### src/cfd_pkg.sv
`default_nettype none
package cfd_pkg;

  localparam int DATA_BYTES = 2;
  localparam int FRAME_LEN  = DATA_BYTES + 5;
  localparam int FILL_W     = $clog2(FRAME_LEN + 1);
  localparam int CMD_POS    = 2;
  localparam int PAY_POS    = 3;
  localparam int XOR_POS    = 2 + DATA_BYTES;
  localparam int TAIL1_POS  = 3 + DATA_BYTES;
  localparam int TAIL2_POS  = 4 + DATA_BYTES;

  localparam int ADDR_W     = 4;
  localparam int APB_DW     = 32;

  localparam logic STATUS_FOUND     = 1'b0;
  localparam logic STATUS_NOT_FOUND = 1'b1;

  typedef logic [7:0] cfd_byte_t;

  typedef enum logic [1:0] {
    REG_HEADER_FIRST,
    REG_HEADER_SECOND,
    REG_TAIL_FIRST,
    REG_TAIL_SECOND
  } cfd_reg_t;

  typedef struct packed {
    cfd_byte_t header_first;
    cfd_byte_t header_second;
    cfd_byte_t tail_first;
    cfd_byte_t tail_second;
  } cfd_cfg_t;

  typedef struct packed {
    logic      valid;
    logic      status;
    cfd_byte_t command_code;
    cfd_byte_t payload_byte;
  } cfd_res_t;

endpackage
`default_nettype wire

### src/command_frame_deframer_top.sv
// Channel  Dir  Payload
// in_      in   tdata=rx_byte, tuser=buffer_start, tlast=buffer_end
// out_     out  tdata={payload_byte, command_code}, tuser=status
// cfg_     in   APB, 4 byte registers at 0x0/0x4/0x8/0xC
//
// One byte per cycle; a result appears on out_ the cycle after its byte.
// Window shift, header/tail match and data XOR are combinational.
// Synchronous active-low reset clears config, fill count and output valid.
// A stalled result holds in the output register; a new byte is taken
// only when that register is empty or drains in the same cycle.
`default_nettype none
module command_frame_deframer_top (
  input  wire logic                        clk,
  input  wire logic                        rst_n,
  input  wire logic                        in_tvalid,
  output logic                             in_tready,
  input  wire logic [7:0]                  in_tdata,   // [7:0] rx_byte
  input  wire logic                        in_tuser,   // [0] buffer_start
  input  wire logic                        in_tlast,
  output logic                             out_tvalid,
  input  wire logic                        out_tready,
  output logic [15:0]                      out_tdata,  // [7:0] command_code, [15:8] payload_byte
  output logic                             out_tuser,  // [0] status
  input  wire logic                        cfg_psel,
  input  wire logic                        cfg_penable,
  input  wire logic                        cfg_pwrite,
  input  wire logic [cfd_pkg::ADDR_W-1:0]  cfg_paddr,
  input  wire logic [cfd_pkg::APB_DW-1:0]  cfg_pwdata,
  output logic [cfd_pkg::APB_DW-1:0]       cfg_prdata,
  output logic                             cfg_pready
);
  import cfd_pkg::*;

  cfd_cfg_t  cfg_r;
  cfd_reg_t  reg_sel;
  cfd_res_t  res;
  logic      in_acc, cfg_wr;
  logic      out_valid_r, out_status_r;
  cfd_byte_t out_cmd_r, out_pay_r;

  assign cfg_pready = 1'b1;
  assign cfg_wr     = cfg_psel && cfg_penable && cfg_pwrite && cfg_pready;
  assign reg_sel    = cfd_reg_t'(cfg_paddr[ADDR_W-1:2]);

  always_ff @(posedge clk) begin
    if (!rst_n) begin
      cfg_r <= '0;
    end else if (cfg_wr) begin
      case (reg_sel)
        REG_HEADER_FIRST:  cfg_r.header_first  <= cfg_pwdata[7:0];
        REG_HEADER_SECOND: cfg_r.header_second <= cfg_pwdata[7:0];
        REG_TAIL_FIRST:    cfg_r.tail_first    <= cfg_pwdata[7:0];
        REG_TAIL_SECOND:   cfg_r.tail_second   <= cfg_pwdata[7:0];
        default: ;
      endcase
    end
  end

  always_comb begin
    case (reg_sel)
      REG_HEADER_FIRST:  cfg_prdata = {{(APB_DW-8){1'b0}}, cfg_r.header_first};
      REG_HEADER_SECOND: cfg_prdata = {{(APB_DW-8){1'b0}}, cfg_r.header_second};
      REG_TAIL_FIRST:    cfg_prdata = {{(APB_DW-8){1'b0}}, cfg_r.tail_first};
      REG_TAIL_SECOND:   cfg_prdata = {{(APB_DW-8){1'b0}}, cfg_r.tail_second};
      default:           cfg_prdata = '0;
    endcase
  end

  assign in_tready = !out_valid_r || out_tready;
  assign in_acc    = in_tvalid && in_tready;

  cfd_core u_core (
    .clk          (clk),
    .rst_n        (rst_n),
    .in_acc       (in_acc),
    .rx_byte      (in_tdata),
    .buffer_start (in_tuser),
    .buffer_end   (in_tlast),
    .cfg          (cfg_r),
    .res          (res)
  );

  always_ff @(posedge clk) begin
    if (!rst_n) begin
      out_valid_r <= 1'b0;
    end else if (in_acc) begin
      out_valid_r <= res.valid;
    end else if (out_tready) begin
      out_valid_r <= 1'b0;
    end
  end

  always_ff @(posedge clk) begin
    if (in_acc && res.valid) begin
      out_status_r <= res.status;
      out_cmd_r    <= res.command_code;
      out_pay_r    <= res.payload_byte;
    end
  end

  assign out_tvalid = out_valid_r;
  assign out_tuser  = out_status_r;
  assign out_tdata  = {out_pay_r, out_cmd_r};

  a_no_overwrite: assert property (@(posedge clk) disable iff (!rst_n)
    (out_valid_r && !out_tready) |-> !in_acc)
    else $error("result overwritten while stalled");

  a_result_follows: assert property (@(posedge clk) disable iff (!rst_n)
    (in_acc && res.valid) |=> out_valid_r)
    else $error("result dropped");

  a_cfg_hold: assert property (@(posedge clk) disable iff (!rst_n)
    !cfg_wr |=> $stable(cfg_r))
    else $error("config changed without write");

endmodule
`default_nettype wire

### src/cfd_core.sv
`default_nettype none
module cfd_core (
  input  wire logic                clk,
  input  wire logic                rst_n,
  input  wire logic                in_acc,
  input  wire cfd_pkg::cfd_byte_t  rx_byte,
  input  wire logic                buffer_start,
  input  wire logic                buffer_end,
  input  wire cfd_pkg::cfd_cfg_t   cfg,
  output cfd_pkg::cfd_res_t        res
);
  import cfd_pkg::*;

  cfd_byte_t         win_r   [FRAME_LEN];
  cfd_byte_t         win_nxt [FRAME_LEN];
  logic [FILL_W-1:0] fill_r, fill_base, fill_nxt;
  logic              seen_r, seen_base, seen_nxt;
  cfd_byte_t         x;
  logic              is_frame, found;

  always_comb begin
    fill_base = buffer_start ? '0 : fill_r;
    seen_base = buffer_start ? 1'b0 : seen_r;
    for (int i = 0; i < FRAME_LEN - 1; i++) begin
      win_nxt[i] = win_r[i + 1];
    end
    win_nxt[FRAME_LEN - 1] = rx_byte;
    x = '0;
    for (int i = 0; i < DATA_BYTES; i++) begin
      x = x ^ win_nxt[CMD_POS + i];
    end
    // window is full after this byte when it held FRAME_LEN-1 or more before
    is_frame = (fill_base >= FILL_W'(FRAME_LEN - 1)) &&
               (win_nxt[0] == cfg.header_first) &&
               (win_nxt[1] == cfg.header_second) &&
               (win_nxt[XOR_POS] == x) &&
               (win_nxt[TAIL1_POS] == cfg.tail_first) &&
               (win_nxt[TAIL2_POS] == cfg.tail_second);
    found = !seen_base && is_frame;

    res.valid        = found || (buffer_end && !seen_base);
    res.status       = found ? STATUS_FOUND : STATUS_NOT_FOUND;
    res.command_code = found ? win_nxt[CMD_POS] : '0;
    res.payload_byte = found ? win_nxt[PAY_POS] : '0;

    fill_nxt = (fill_base == FILL_W'(FRAME_LEN)) ? fill_base : fill_base + 1'b1;
    seen_nxt = seen_base | found;
    if (buffer_end) begin
      fill_nxt = '0;
      seen_nxt = 1'b0;
    end
  end

  always_ff @(posedge clk) begin
    if (!rst_n) begin
      fill_r <= '0;
      seen_r <= 1'b0;
    end else if (in_acc) begin
      fill_r <= fill_nxt;
      seen_r <= seen_nxt;
    end
  end

  // stale window bytes are masked by fill_r
  always_ff @(posedge clk) begin
    if (in_acc) begin
      win_r <= win_nxt;
    end
  end

  a_fill_bound: assert property (@(posedge clk) disable iff (!rst_n)
    fill_r <= FILL_W'(FRAME_LEN))
    else $error("fill count beyond frame length");

  a_end_clears: assert property (@(posedge clk) disable iff (!rst_n)
    (in_acc && buffer_end) |=> (fill_r == '0 && !seen_r))
    else $error("buffer end did not clear state");

  a_one_result: assert property (@(posedge clk) disable iff (!rst_n)
    (seen_r && !buffer_start) |-> !res.valid)
    else $error("second result in one buffer");

  a_found_marks: assert property (@(posedge clk) disable iff (!rst_n)
    (in_acc && res.valid && res.status == STATUS_FOUND && !buffer_end) |=> seen_r)
    else $error("found frame not recorded");

  a_seen_full: assert property (@(posedge clk) disable iff (!rst_n)
    seen_r |-> fill_r == FILL_W'(FRAME_LEN))
    else $error("frame marked with partial window");

endmodule
`default_nettype wire

### config.mk
export PLATFORM = sky130hd
export DESIGN_NAME = command_frame_deframer_top
export DESIGN_NICKNAME = d
export VERILOG_FILES = /design/src/cfd_pkg.sv /design/src/command_frame_deframer_top.sv /design/src/cfd_core.sv
export SDC_FILE = /design/constraint.sdc
export NUM_CORES = 1
export LEC_CHECK = 0
export ABC_AREA = 1
export BUFFER_PORTS_ARGS = -buffer_cell sky130_fd_sc_hd__buf_4
export CAP_MARGIN = 10
export CORE_AREA = 2 2 119 92
export CTS_CLUSTER_SIZE = 24
export DETAILED_ROUTE_END_ITERATION = 8
export DIE_AREA = 0 0 121 94
export PLACE_DENSITY = 0.82
export SLEW_MARGIN = 20
export SYNTH_ARGS = -nofsm -noshare
export SYNTH_HDL_FRONTEND = slang
export SYNTH_SLANG_ARGS = --single-unit
export TNS_END_PERCENT = 50
### constraint.sdc
create_clock -name clk -period 2.49 [get_ports clk]
set_clock_uncertainty 0.1 [all_clocks]
set_input_delay 0.1245 -clock clk [delete_from_list [all_inputs] [get_ports clk]]
set_output_delay 0.1245 -clock clk [all_outputs]
set_load 0.02 [all_outputs]
==> summary.md, run 1 <==
| Metric | Value |
|---|---|
| Share of total power in the clock network | `38.2%` |
| Max-slew violation count | `0` |
| Via count normalized by instance count | `approximately 5` |
| Period Utilization, post-route | `about 89%` |
| Number of failing setup endpoints in the final timing report | `0` |
| Initial antenna violation count | `0` |
| Post-synthesis register bit count | `between 100 and 150` |
| Register share of total power | `between 50% and 60%` |
| TritonCTS clock tree | `yes` |
| Sequential cell area fraction in the yosys report | `between 50% and 60%` |
| Die width | `around 120 um` |
| Critical Path Start Type | `flip-flop` |
| Buffer depth of the longest clock path | `2` |
| Fin nets | `around 700` |
| Critical Path RT | `roughly 2.5 ns` |
| Effective utilization at floorplan | `between 40% and 50%` |
| Hold Fails Final Rpt | `0` |
| Clock insertion delay at the later pin of the skew report | `between 0.3 and 0.4 ns` |
| Reg2reg end | `out_pay_r[1]` |
| Number of global-route vias before repair | `around 3700` |
| LEAKAGE | `2.59 nW` |
| Signal arrival time at the worst endpoint | `between 2 and 2.5 ns` |
| Share of post-route cells with drive strength above 1 | `around 14%` |
| Result of the run | `finished, final reports clean` |
| Overall power | `0.00378 W` |
| Net Sw Power | `~0.00096 W` |
| Count of buffers inserted at the top-level ports | `between 50 and 60` |
| Internal | `around 0.0028 W` |
| First-pass GRT wire length | `approximately 19000 um` |
| Class of the tightest hold or removal check | `in2reg` |
| Clock transition time at the flip-flop clock pins of the worst setup and hold paths | `approximately 0.070 ns` |
| DRC | `0` |
| Maximum resistive drop on vdd | `between 0.0003 and 0.0004 V` |
| Total wirelength of the detailed-routed design | `about 11000 um` |
| Deepest level of the CTS H-tree | `3` |
| DP HPWL | `about 8500 um` |
| Library cells used by synthesis | `31` |
| Clock Sink Count | `a little over 100` |
| Cell Area, Synth | `4880 um^2` |
| Final antenna diode count | `0` |
| Root buffer selected by CTS | `clkbuf_16` |
| Hold-critical path depth | `4` |
| Cell row count | `32` |
| Overall routing resource usage | `a little over a fifth` |
| Logic depth of the worst register-to-register path | `16` |
| Top fanout value on the critical path | `17` |
| Pwr Density | `between 600 and 700 nW/um^2` |
| Std-Cell Core Area | `10100 um^2` |
| Unrepaired setup endpoints after global routing | `no` |
| Number of routed nets with antenna violations | `0` |
| Total number of vias | `about 4000` |
| Overall overflow remaining after global route | `0` |
| Setup Total Neg Slack | `0 ns` |
| Achievable clock frequency | `452 MHz` |
| End point of the worst hold path | `u_core.fill_r[0]` |
| Max-cap violations | `0` |
| 1st-pass router iterations | `5` |
| Yosys Warn Count | `0` |
| Startpoint of the most critical hold path | `in_tlast` |
| Net switching share of the total power | `between 20% and 30%` |
| Number of top-level design ports | `105` |
| Layout area overhead | `20.2%` |
| CTS buffer count | `9` |
| Critical Path Sink Type | `flip-flop` |
| Critical Setup Path Class | `reg2reg` |
| Area enclosed by the die boundary | `11400 um^2` |
| Wire length per cell | `around 15 um` |
| Height of the die | `roughly 94 um` |
| Gp weighted congestion | `0.933` |
| Min cycle time layout | `2.21 ns` |
| Instance count of the mapped netlist | `about 560` |
| Initial drt markers | `about 340` |
| Reg2reg start | `u_core.fill_r[1]` |
| Register-to-register path setup slack | `about 0.28 ns` |
| Largest net degree at the start of global routing | `41` |
| Share of total power in combinational logic | `between 10% and 20%` |
| Mean post-synth cell area | `just under 9 um^2` |
-- routing by layer --
metal / share of wire [%] / global-route usage, %
met1: 43 / 29.0
met4: 1.9 / 7.07
met5: 0 / 0
met3: 7.9 / 5.46
met2: 47 / 33.9
-- cell usage after synthesis (all sizes together) --
library cell,n,area (um^2)
a21o,1,7.51
a21oi,17,85.1
a221oi,1,8.76
a22oi,1,7.51
and2,1,8.76
buf,27,204
clkbuf,5,18.8
conb,2,7.51
dfxtp,37,741
edfxtp,65,1950
ha,2,25.0
inv,76,285
nand2,129,484
nand3,13,65.1
nand3b,3,22.5
nand4,8,65.1
nor2,105,409
nor3,1,5.00
nor3b,2,25.0
o2111ai,6,52.6
o211ai,1,7.51
o21ai,37,185
o21bai,1,7.51
or2,2,12.5
xnor2,16,140
xor2,5,43.8
-- cell families (layout without fill, tap and decap cells) --
group | Yosys count | in the layout | synth area share [%]
AO/OA/AOI/OAI | 65 | 65 | 7.42
XOR/XNOR | 21 | 21 | 3.77
adder cells (fa/ha/maj) | 2 | 2 | 0.513
buffers and inverters | 108 | 168 | 10.4
flip-flops | 102 | 102 | 55.2
other | 2 | 25 | 0.154
AND/OR/NAND/NOR | 264 | 264 | 22.5
-- repair_timing --
action	CTS	global route
resized for setup	0	1
hold endpoints to repair	35	0
hold buffers	17	0
endpoints found under the setup margin	0	17
setup buffers	0	0
-- through the flow --
step / setup WS [ns] / cell area, um^2 / instances / hold slack (ns) / utilization (%)
floorplan: 0.0728 / 4970 / 587 / 0.123 / -
global placement: 0.397 / 5380 / 750 / 0.220 / 53.1
detailed placement: 0.275 / 5380 / 750 / 0.221 / 53.1
CTS: 0.237 / 5860 / 783 / 0.00373 / 57.8
global route: 0.0322 / 5860 / 783 / 0.0506 / 57.9
finish: 0.276 / 5860 / 783 / 0.0195 / 57.9
-- flip-flops by register name (all words and copies together) (netlist names) --
name	flops
u_core.seen_r	1
out_pay_r	8
u_core.win_nxt	48
cfg_r	32
u_core.fill_r	3
out_tuser	1
out_tvalid	1
out_cmd_r	8
-- worst max-delay path, stage by stage, from the launching register on --
cell     delay [ns]
dfxtp_1        0.34
inv_1          0.06
nor2_2         0.13
ha_1           0.16
inv_1          0.04
nand2_1        0.05
nand2_1        0.08
nor2_1         0.13
nand2_1        0.07
nor2_1         0.09
nand2_1        0.06
nor2_1         0.09
nand3_1        0.12
nand2_1        0.08
nand2_1        0.07
inv_1          0.09
buf_12         0.16
-- area by class of cell --
class                           instances  area (um^2)
Fill cell                             870         4270
Sequential cell                       102         2690
Multi-Input combinational cell        377         1760
Timing Repair Buffer                   76          638
Inverter                               76          289
Clock buffer                            9          225
Tap cell                              136          170
Clock inverter                          7         82.6
-- cells in the final DEF, fill, tap and decap left out, types with 2 or more instances in the layout --
cell type / Yosys / layout
a21oi_1: 17 / 17
buf_12: 0 / 2
buf_4: 25 / 57
clkbuf_16: 0 / 9
clkinv_4: 0 / 2
clkinvlp_4: 0 / 3
conb_1: 2 / 25
dfxtp_1: 37 / 37
dlygate4sd3_1: 0 / 17
edfxtp_1: 65 / 65
ha_1: 2 / 2
inv_1: 73 / 72
inv_2: 3 / 3
nand2_1: 129 / 129
nand3_1: 13 / 13
nand3b_1: 3 / 3
nand4_1: 7 / 7
nor2_1: 99 / 98
nor2_2: 6 / 7
nor3b_2: 2 / 2
o2111ai_1: 6 / 6
o21ai_0: 37 / 37
or2_2: 2 / 2
xnor2_1: 16 / 16
xor2_1: 5 / 5
-- power by group through the flow --
| stage | sequential [W] | clock, W | combinational, W |
|---|---|---|---|
| 3_5_place_dp | 0.00197 | 0 | 0.000371 |
| 2_1_floorplan | 0.00196 | 0 | 0.000256 |
| 5_1_grt | 0.00194 | 0.00154 | 0.000441 |
| 3_3_place_gp | 0.00197 | 0 | 0.000359 |
| 6_report | 0.00193 | 0.00145 | 0.000398 |
| 4_1_cts | 0.00193 | 0.00146 | 0.000394 |
-- how the worst max path moves through the flow --
stage | to | start
floorplan | out_cmd_r[0] | out_tvalid
global placement | out_pay_r[6] | u_core.fill_r[1]
detailed placement | out_pay_r[2] | u_core.fill_r[1]
CTS | out_pay_r[1] | u_core.fill_r[1]
global route | out_cmd_r[4] | u_core.fill_r[1]
finish | out_pay_r[1] | u_core.fill_r[1]
(Power assumes the default switching activity.)
==> inputs of run 2 (changes only) <==
- CORE_AREA: 2 2 119 92 -> 2 2 122 94
- DIE_AREA: 0 0 121 94 -> 0 0 124 96
- GPL_TIMING_DRIVEN: not set -> 0
- PLACE_DENSITY: 0.82 -> 0.83
- SYNTH_HIERARCHICAL: not set -> 1
==> summary.md, run 2 <==
| Metric | Value |
|---|---|
| Result of the run | `finished, final reports clean` |
| Cell with the most instances after synthesis | `nand2_1` |
| Unrepaired setup endpoints after global routing | `no` |
| Number of routed nets with antenna violations | `0 (unchanged)` |
| Max-slew violation count | `0 (unchanged)` |
| 1st-pass router iterations | `5 (unchanged)` |
| DP HPWL | `9100 um (+7.5%)` |
| Setup Total Neg Slack | `0 ns (unchanged)` |
| Area enclosed by the die boundary | `11900 um^2 (+4.7%)` |
| Buffers & Inverters on Critical Path | `2 (-2)` |
| Number of failing setup endpoints in the final timing report | `0 (unchanged)` |
| Sequential cell area fraction in the yosys report | `51.5% (-3.7 points)` |
| Total number of vias | `4453 (+13%)` |
| Fin cells | `895 (+14%)` |
| Mean post-synth cell area | `8.02 um^2 (-7.3%)` |
| Wire length per cell | `13.9 um (-4.8%)` |
| Clock insertion delay at the later pin of the skew report | `0.34 ns (about the same)` |
| Effective utilization at floorplan | `48.7% (+0.55 points)` |
| Initial drt markers | `353 (+5.1%)` |
| Std-Cell Core Area | `10700 um^2 (+6.0%)` |
| Leading cell types in the layout, fill and taps excluded | `nand2_1 (181), nor2_1 (117), inv_1 (85)` |
| Post-layout util | `59.8% (+2.0 points)` |
| Number of global-route vias before repair | `4044 (+8.5%)` |
| Largest delay contributor family on the critical path | `simple AND/OR/NAND/NOR gates` |
| Overall overflow remaining after global route | `0 (unchanged)` |
| Period Utilization, post-route | `93.7% (+4.8 points)` |
| Maximum resistive drop on vdd | `0.000423 V (+21%)` |
| Number of gates on the worst path with buffers counted | `10 (-6)` |
| Die width | `124 um (+2.5%)` |
| TritonCTS clock tree | `yes` |
| Slew at the pin closest to its max-slew limit | `approximately 0.77 ns` |
| Most common cell after layout, fill and taps aside | `nand2_1` |
| Post-synthesis register bit count | `102 (unchanged)` |
| Number of enable flip-flop cells after synthesis | `65 (unchanged)` |
| Fin nets | `804 (+15%)` |
| Via count normalized by instance count | `4.98 (-0.72%)` |
| Gp weighted congestion | `0.905 (-3.0%)` |
| Worst hold margin | `0.0372 ns (+0.0177 ns)` |
| Routed wire length on met2 | `5510 um (+2.8%)` |
| Commonest cells post-synth | `nand2_1 (181), nor2_1 (118), inv_1 (85)` |
| Hold-critical path depth | `4 (unchanged)` |
| DRC | `0 (unchanged)` |
| Pwr Density | `622 nW/um^2 (-3.6%)` |
| Buffer depth of the longest clock path | `2 (unchanged)` |
| Top fanout value on the critical path | `17 (unchanged)` |
| Combined area of the multi-input logic cells | `2050 um^2 (+16%)` |
| Library cells used by synthesis | `33 (+6.5%)` |
| Critical Path RT | `2.44 ns (about the same)` |
| Overall routing resource usage | `22.1% (+0.57 points)` |
| Cell row count | `33 (+3.1%)` |
| Critical Path Sink Type | `flip-flop` |
| Cell accounting for the most synthesized area | `edfxtp_1` |
| Signal arrival time at the worst endpoint | `2.28 ns (+0.11 ns)` |
| Total wirelength of the detailed-routed design | `12400 um (+8.8%)` |
| Initial antenna violation count | `0 (unchanged)` |
| Max FFs per register | `48 (unchanged)` |
| Deepest level of the CTS H-tree | `3 (unchanged)` |
| Amount of wire on met3 after detailed routing | `1240 um (+37%)` |
| Height of the die | `96 um (+2.1%)` |
| Placed cells | `869 (+16%)` |
| Filler Cells Inserted | `919 (+5.6%)` |
| Routed length on met1 | `5380 um (+8.6%)` |
| Critical Setup Path Class | `reg2reg` |
| Share of post-route cells with drive strength above 1 | `18.3% (+4.1 points)` |
| LEAKAGE | `2.89 nW (+11%)` |
| Class of the tightest hold or removal check | `in2reg` |
| Min cycle time layout | `2.33 ns (+0.120 ns)` |
| Post-synthesis async set-or-reset flop share | `0% (unchanged)` |
| Yosys Warn Count | `6 (+6)` |
| Slowest cell on the critical path | `edfxtp_1` |
| Logic depth of the worst register-to-register path | `10 (-6)` |
| Sequence of cells on the critical path | `xnor2_1 > nand2_1 > nor2_1 > nand2_1 > nor2_1 > nand3_2 > a21boi_1 > inv_1 > nor3_4 > buf_12` |
| Clock Sink Count | `102 (unchanged)` |
| First-pass GRT wire length | `19600 um (+5.1%)` |
| Max-cap violations | `0 (unchanged)` |
| Largest net degree at the start of global routing | `27 (-34%)` |
| Critical Path Start Type | `flip-flop` |
| Largest stage delay, worst path | `0.47 ns (+0.13 ns)` |
| Hold Fails Final Rpt | `0 (unchanged)` |
| Share of Yosys cell area claimed by the top area cell type | `37.3% (-2.7 points)` |
| Cell Area, Synth | `5230 um^2 (+7.2%)` |
| Root buffer selected by CTS | `clkbuf_16` |
| CTS buffer count | `9 (unchanged)` |
| Ys flop type | `edfxtp_1` |
| Achievable clock frequency | `429 MHz (-5.1%)` |
| Count of buffers inserted at the top-level ports | `53 (unchanged)` |
| Number of top-level design ports | `105 (unchanged)` |
| Instance count of the mapped netlist | `652 (+16%)` |
| Final antenna diode count | `0 (unchanged)` |
| Clock transition time at the flip-flop clock pins of the worst setup and hold paths | `0.07 ns (about the same)` |
| Layout area overhead | `22.9%` |
| Slew HR | `slightly below 50%` |
| Cells taking the most area after synthesis | `edfxtp_1 (37%), dfxtp_1 (14%), nand2_1 (13%), nor2_1 (8.5%), inv_1 (6.1%)` |
| Flip-flop and latch area | `2690 um^2 (unchanged)` |
| Highest routed metal layer | `met4` |
run 2: tightest hold or removal path: cells and delay by family:
family | cells | cell delay (ns)
AO/OA/AOI/OAI | 1 | 0.05
buffers and inverters | 1 | 0.10
AND/OR/NAND/NOR | 2 | 0.16
run 2: power breakdown:
| group | leakage (nW) | switching, W | internal [W] |
|---|---|---|---|
| sequential | 0.925 | 0.0000603 | 0.00188 |
| clock | 0.160 | 0.000592 | 0.000981 |
| combinational | 1.80 | 0.000291 | 0.000188 |
run 2: final cells by class:
class / count / area share [%]
Sequential cell: 102 / 41.9
Multi-Input combinational cell: 444 / 31.9
Timing Repair Buffer: 64 / 8.34
Inverter: 92 / 5.38
Buffer: 37 / 4.46
Clock buffer: 10 / 3.56
Tap cell: 140 / 2.73
Clock inverter: 6 / 1.71
run 2: cell families after synthesis:
group | after synthesis | share of synthesized area [%]
buffers and inverters | 129 | 12.1
adder cells (fa/ha/maj) | 1 | 0.239
AND/OR/NAND/NOR | 385 | 31.5
AO/OA/AOI/OAI | 19 | 2.13
flip-flops | 102 | 51.5
other | 2 | 0.144
XOR/XNOR | 14 | 2.35
run 2: repair_timing:
item	in CTS	in global routing
gates cloned	0	0
endpoints found under the setup margin	17	17
buffers inserted	1	0
gates resized for setup	0	7
hold buffers	9	0
pin swaps	1	0
endpoints found under the hold margin	11	0
run 2: path summary, 6_finish.rpt:
path | slack (ns) | startpoint | to
setup / recovery | 0.16 | u_core/win_nxt[44] | out_pay_r[2]
hold / removal | 0.04 | in_tlast | u_core/seen_r
setup reg to reg | 0.16 | u_core/win_nxt[44] | out_pay_r[2]
hold reg to reg | 0.37 | u_core/win_nxt[17] | u_core/win_nxt[25]
run 2: metal layers:
metal,vias up,track usage (%)
li1,2183,-
met1,2005,30.3
met2,234,34.4
met3,31,5.33
met4,0,7.58
met5,-,0
run 2: metrics by stage:
step / total power [W] / worst slack (ns) / instance area, um^2
CTS: 0.00399 / 0.119 / 6380
detailed placement: 0.00242 / -0.256 / 5930
global placement: 0.00240 / -0.623 / 5900
floorplan: 0.00227 / 0.0587 / 5330
finish: 0.00399 / 0.156 / 6420
global route: 0.00413 / 0.00791 / 6420
==> inputs of run 3 (changes only) <==
==> constraint.sdc (replaced) <==
create_clock -name clk -period 2.49 [get_ports clk]
set_clock_uncertainty 0.1 [all_clocks]
set_input_delay 0.3735 -clock clk [delete_from_list [all_inputs] [get_ports clk]]
set_output_delay 0.3735 -clock clk [all_outputs]
set_load 0.02 [all_outputs]
==> summary.md, run 3 (synthesis results as in run 2) <==
| Metric | Value |
|---|---|
| Die width | `124 um (unchanged)` |
| Reg2reg end | `out_pay_r[2]` |
| Slew HR | `48.8% (about the same)` |
| Via count normalized by instance count | `4.89 (-1.7%)` |
| Deepest level of the CTS H-tree | `3 (unchanged)` |
| Result of the run | `finished, final reports clean` |
| Reg2reg start | `u_core/win_nxt[38]` |
| Min cycle time layout | `2.31 ns (-0.0236 ns)` |
| Gp weighted congestion | `0.905 (unchanged)` |
| Class of the tightest hold or removal check | `in2reg` |
| Total wirelength of the detailed-routed design | `12300 um (-1.5%)` |
| Overall overflow remaining after global route | `0 (unchanged)` |
| Setup Total Neg Slack | `0 ns (unchanged)` |
| Number of routed nets with antenna violations | `0 (unchanged)` |
| Root buffer selected by CTS | `clkbuf_16` |
| Max-cap violations | `0 (unchanged)` |
| LEAKAGE | `2.86 nW (-0.81%)` |
| Hold Fails Final Rpt | `0 (unchanged)` |
| Register-to-register path setup slack | `0.18 ns (+0.02 ns)` |
| Logic depth of the worst register-to-register path | `12 (+2)` |
| Number of failing setup endpoints in the final timing report | `0 (unchanged)` |
| Clock Sink Count | `102 (unchanged)` |
| Net switching share of the total power | `23.7% (+0.041 points)` |
| TritonCTS clock tree | `yes` |
| 1st-pass router iterations | `6 (+1)` |
| Area enclosed by the die boundary | `11900 um^2 (unchanged)` |
| Effective utilization at floorplan | `48.7% (unchanged)` |
| Initial antenna violation count | `0 (unchanged)` |
| Unrepaired setup endpoints after global routing | `no` |
| Total number of vias | `4340 (-2.5%)` |
| Signal arrival time at the worst endpoint | `2.26 ns (-0.02 ns)` |
| Max FFs per register | `48 (unchanged)` |
| Hold buffer count at cts | `0 (-9)` |
| Buffer depth of the longest clock path | `2 (unchanged)` |
| Hold-critical path depth | `1 (-3)` |
| Post-layout util | `59.2% (-0.63 points)` |
| Final antenna diode count | `0 (unchanged)` |
| Net Sw Power | `0.000944 W (about the same)` |
| Critical Setup Path Class | `reg2reg` |
| Clock transition time at the flip-flop clock pins of the worst setup and hold paths | `0.07 ns (about the same)` |
| Internal | `0.00304 W (-0.22%)` |
| End point of the worst hold path | `u_core/win_nxt[9]` |
| Critical Path Start Type | `flip-flop` |
| Post-Layout Inst Area | `6360 um^2 (-1.1%)` |
| Overall routing resource usage | `21.8% (-0.30 points)` |
| Fin nets | `796 (-1.0%)` |
| Wire length per cell | `13.8 um (-0.57%)` |
| Register share of total power | `48.7% (about the same)` |
| Height of the die | `96 um (unchanged)` |
| First-pass GRT wire length | `19300 um (-1.2%)` |
| Number of global-route vias before repair | `3970 (-1.8%)` |
| Critical Path RT | `2.44 ns (about the same)` |
| Achievable clock frequency | `433 MHz (+1.0%)` |
| Startpoint of the most critical hold path | `in_tdata[1]` |
| Overall power | `0.00399 W (-0.16%)` |
| Period Utilization, post-route | `92.8% (-0.95 points)` |
| Max-slew violation count | `0 (unchanged)` |
| Largest net degree at the start of global routing | `27 (unchanged)` |
| Critical Path Sink Type | `flip-flop` |
| Count of buffers inserted at the top-level ports | `53 (unchanged)` |
| Layout area overhead | `21.6%` |
| CTS buffer count | `9 (unchanged)` |
| Top fanout value on the critical path | `17 (unchanged)` |
| Share of post-route cells with drive strength above 1 | `18.9% (+0.60 points)` |
| Maximum resistive drop on vdd | `0.000423 V (about the same)` |
| Std-Cell Core Area | `10700 um^2 (unchanged)` |
| DRC | `0 (unchanged)` |
| Minimum setup slack after placement | `-0.331 ns (-0.0748 ns)` |
| DP HPWL | `9100 um (unchanged)` |
| Slew at the pin closest to its max-slew limit | `0.766 ns (-0.000333 ns)` |
| Most common cell after layout, fill and taps aside | `nand2_1` |
| Initial drt markers | `330 (-6.5%)` |
| Cell row count | `33 (unchanged)` |
| Share of total power in combinational logic | `11.8% (-0.2 points)` |
| Number of top-level design ports | `105 (unchanged)` |
| Share of total power in the clock network | `39.5% (about the same)` |
| Final worst slack | `0.180 ns (+0.0236 ns)` |
| Leading cell types in the layout, fill and taps excluded | `nand2_1 (181), nor2_1 (117), inv_1 (85)` |
| Clock insertion delay at the later pin of the skew report | `0.34 ns (about the same)` |
| Pwr Density | `627 nW/um^2 (+0.90%)` |
| Post-detailed-placement cell area | `5930 um^2 (unchanged)` |
-- run 3: cell count changes in the layout (fill, tap and decap cells not counted), sizes merged --
cell / delta
dlygate4sd3: -9
buf: +1
-- run 3: stage by stage --
step	std cells	hold slack [ns]
2_1_floorplan	675	0.326
3_3_place_gp	868	0.334
3_5_place_dp	869	0.356
4_1_cts	886	0.118
5_1_grt	887	0.111
6_report	887	0.125
-- run 3: area by class of cell --
type | count | area [um^2]
well taps | 140 | 175
multi-input cells | 444 | 2060
plain buffers | 37 | 287
clock inverters | 6 | 110
repair buffers | 56 | 453
clock buffers | 10 | 229
flip-flops and latches | 102 | 2690
fillers | 928 | 4380
inverters | 92 | 345
-- run 3: timing repair --
action	in CTS	in global routing
pin swaps	1	1
buffers inserted	1	1
resized for setup	0	9
endpoints found under the setup margin	17	17
-- run 3: critical path: stages (launching register included) --
cell,delay [ns]
edfxtp_1,0.42
inv_1,0.13
nand2_1,0.08
nand3_1,0.09
nand2_1,0.09
nor2_1,0.12
nand2_1,0.06
nor2_1,0.15
nand3_2,0.13
a21boi_1,0.14
inv_1,0.09
nor3_4,0.22
buf_12,0.18
-- run 3: worst max-delay path by stage --
stage	start	endpoint	depth (start not counted)
after floorplan	u_core/win_nxt[31]	out_cmd_r[0]	9
after global placement	in_tdata[3]	out_pay_r[2]	10
after detailed placement	in_tdata[3]	out_pay_r[2]	10
after CTS	u_core/win_nxt[13]	out_pay_r[2]	10
after global routing	u_core/win_nxt[13]	out_pay_r[2]	10
final	u_core/win_nxt[38]	out_pay_r[2]	12
-- run 3: per-layer routing --
metal  track usage (%)  up-vias  wire length [um]  share of wire [%]
li1                  -     2173                 -                  -
met1              30.3     1944              5260                 43
met2              33.8      205              5510                 45
met3              5.33       18              1290                 11
met4              6.84        0               197                1.6
met5                 0        -                 0                  0
-- run 3: power groups by stage --
stage                     registers [W]  clock network (W)  logic, W
final                           0.00194            0.00158  0.000470
after global routing            0.00195            0.00165  0.000519
after CTS                       0.00194            0.00159  0.000455
after detailed placement        0.00197                  0  0.000447
after global placement          0.00197                  0  0.000431
after floorplan                 0.00197                  0  0.000302
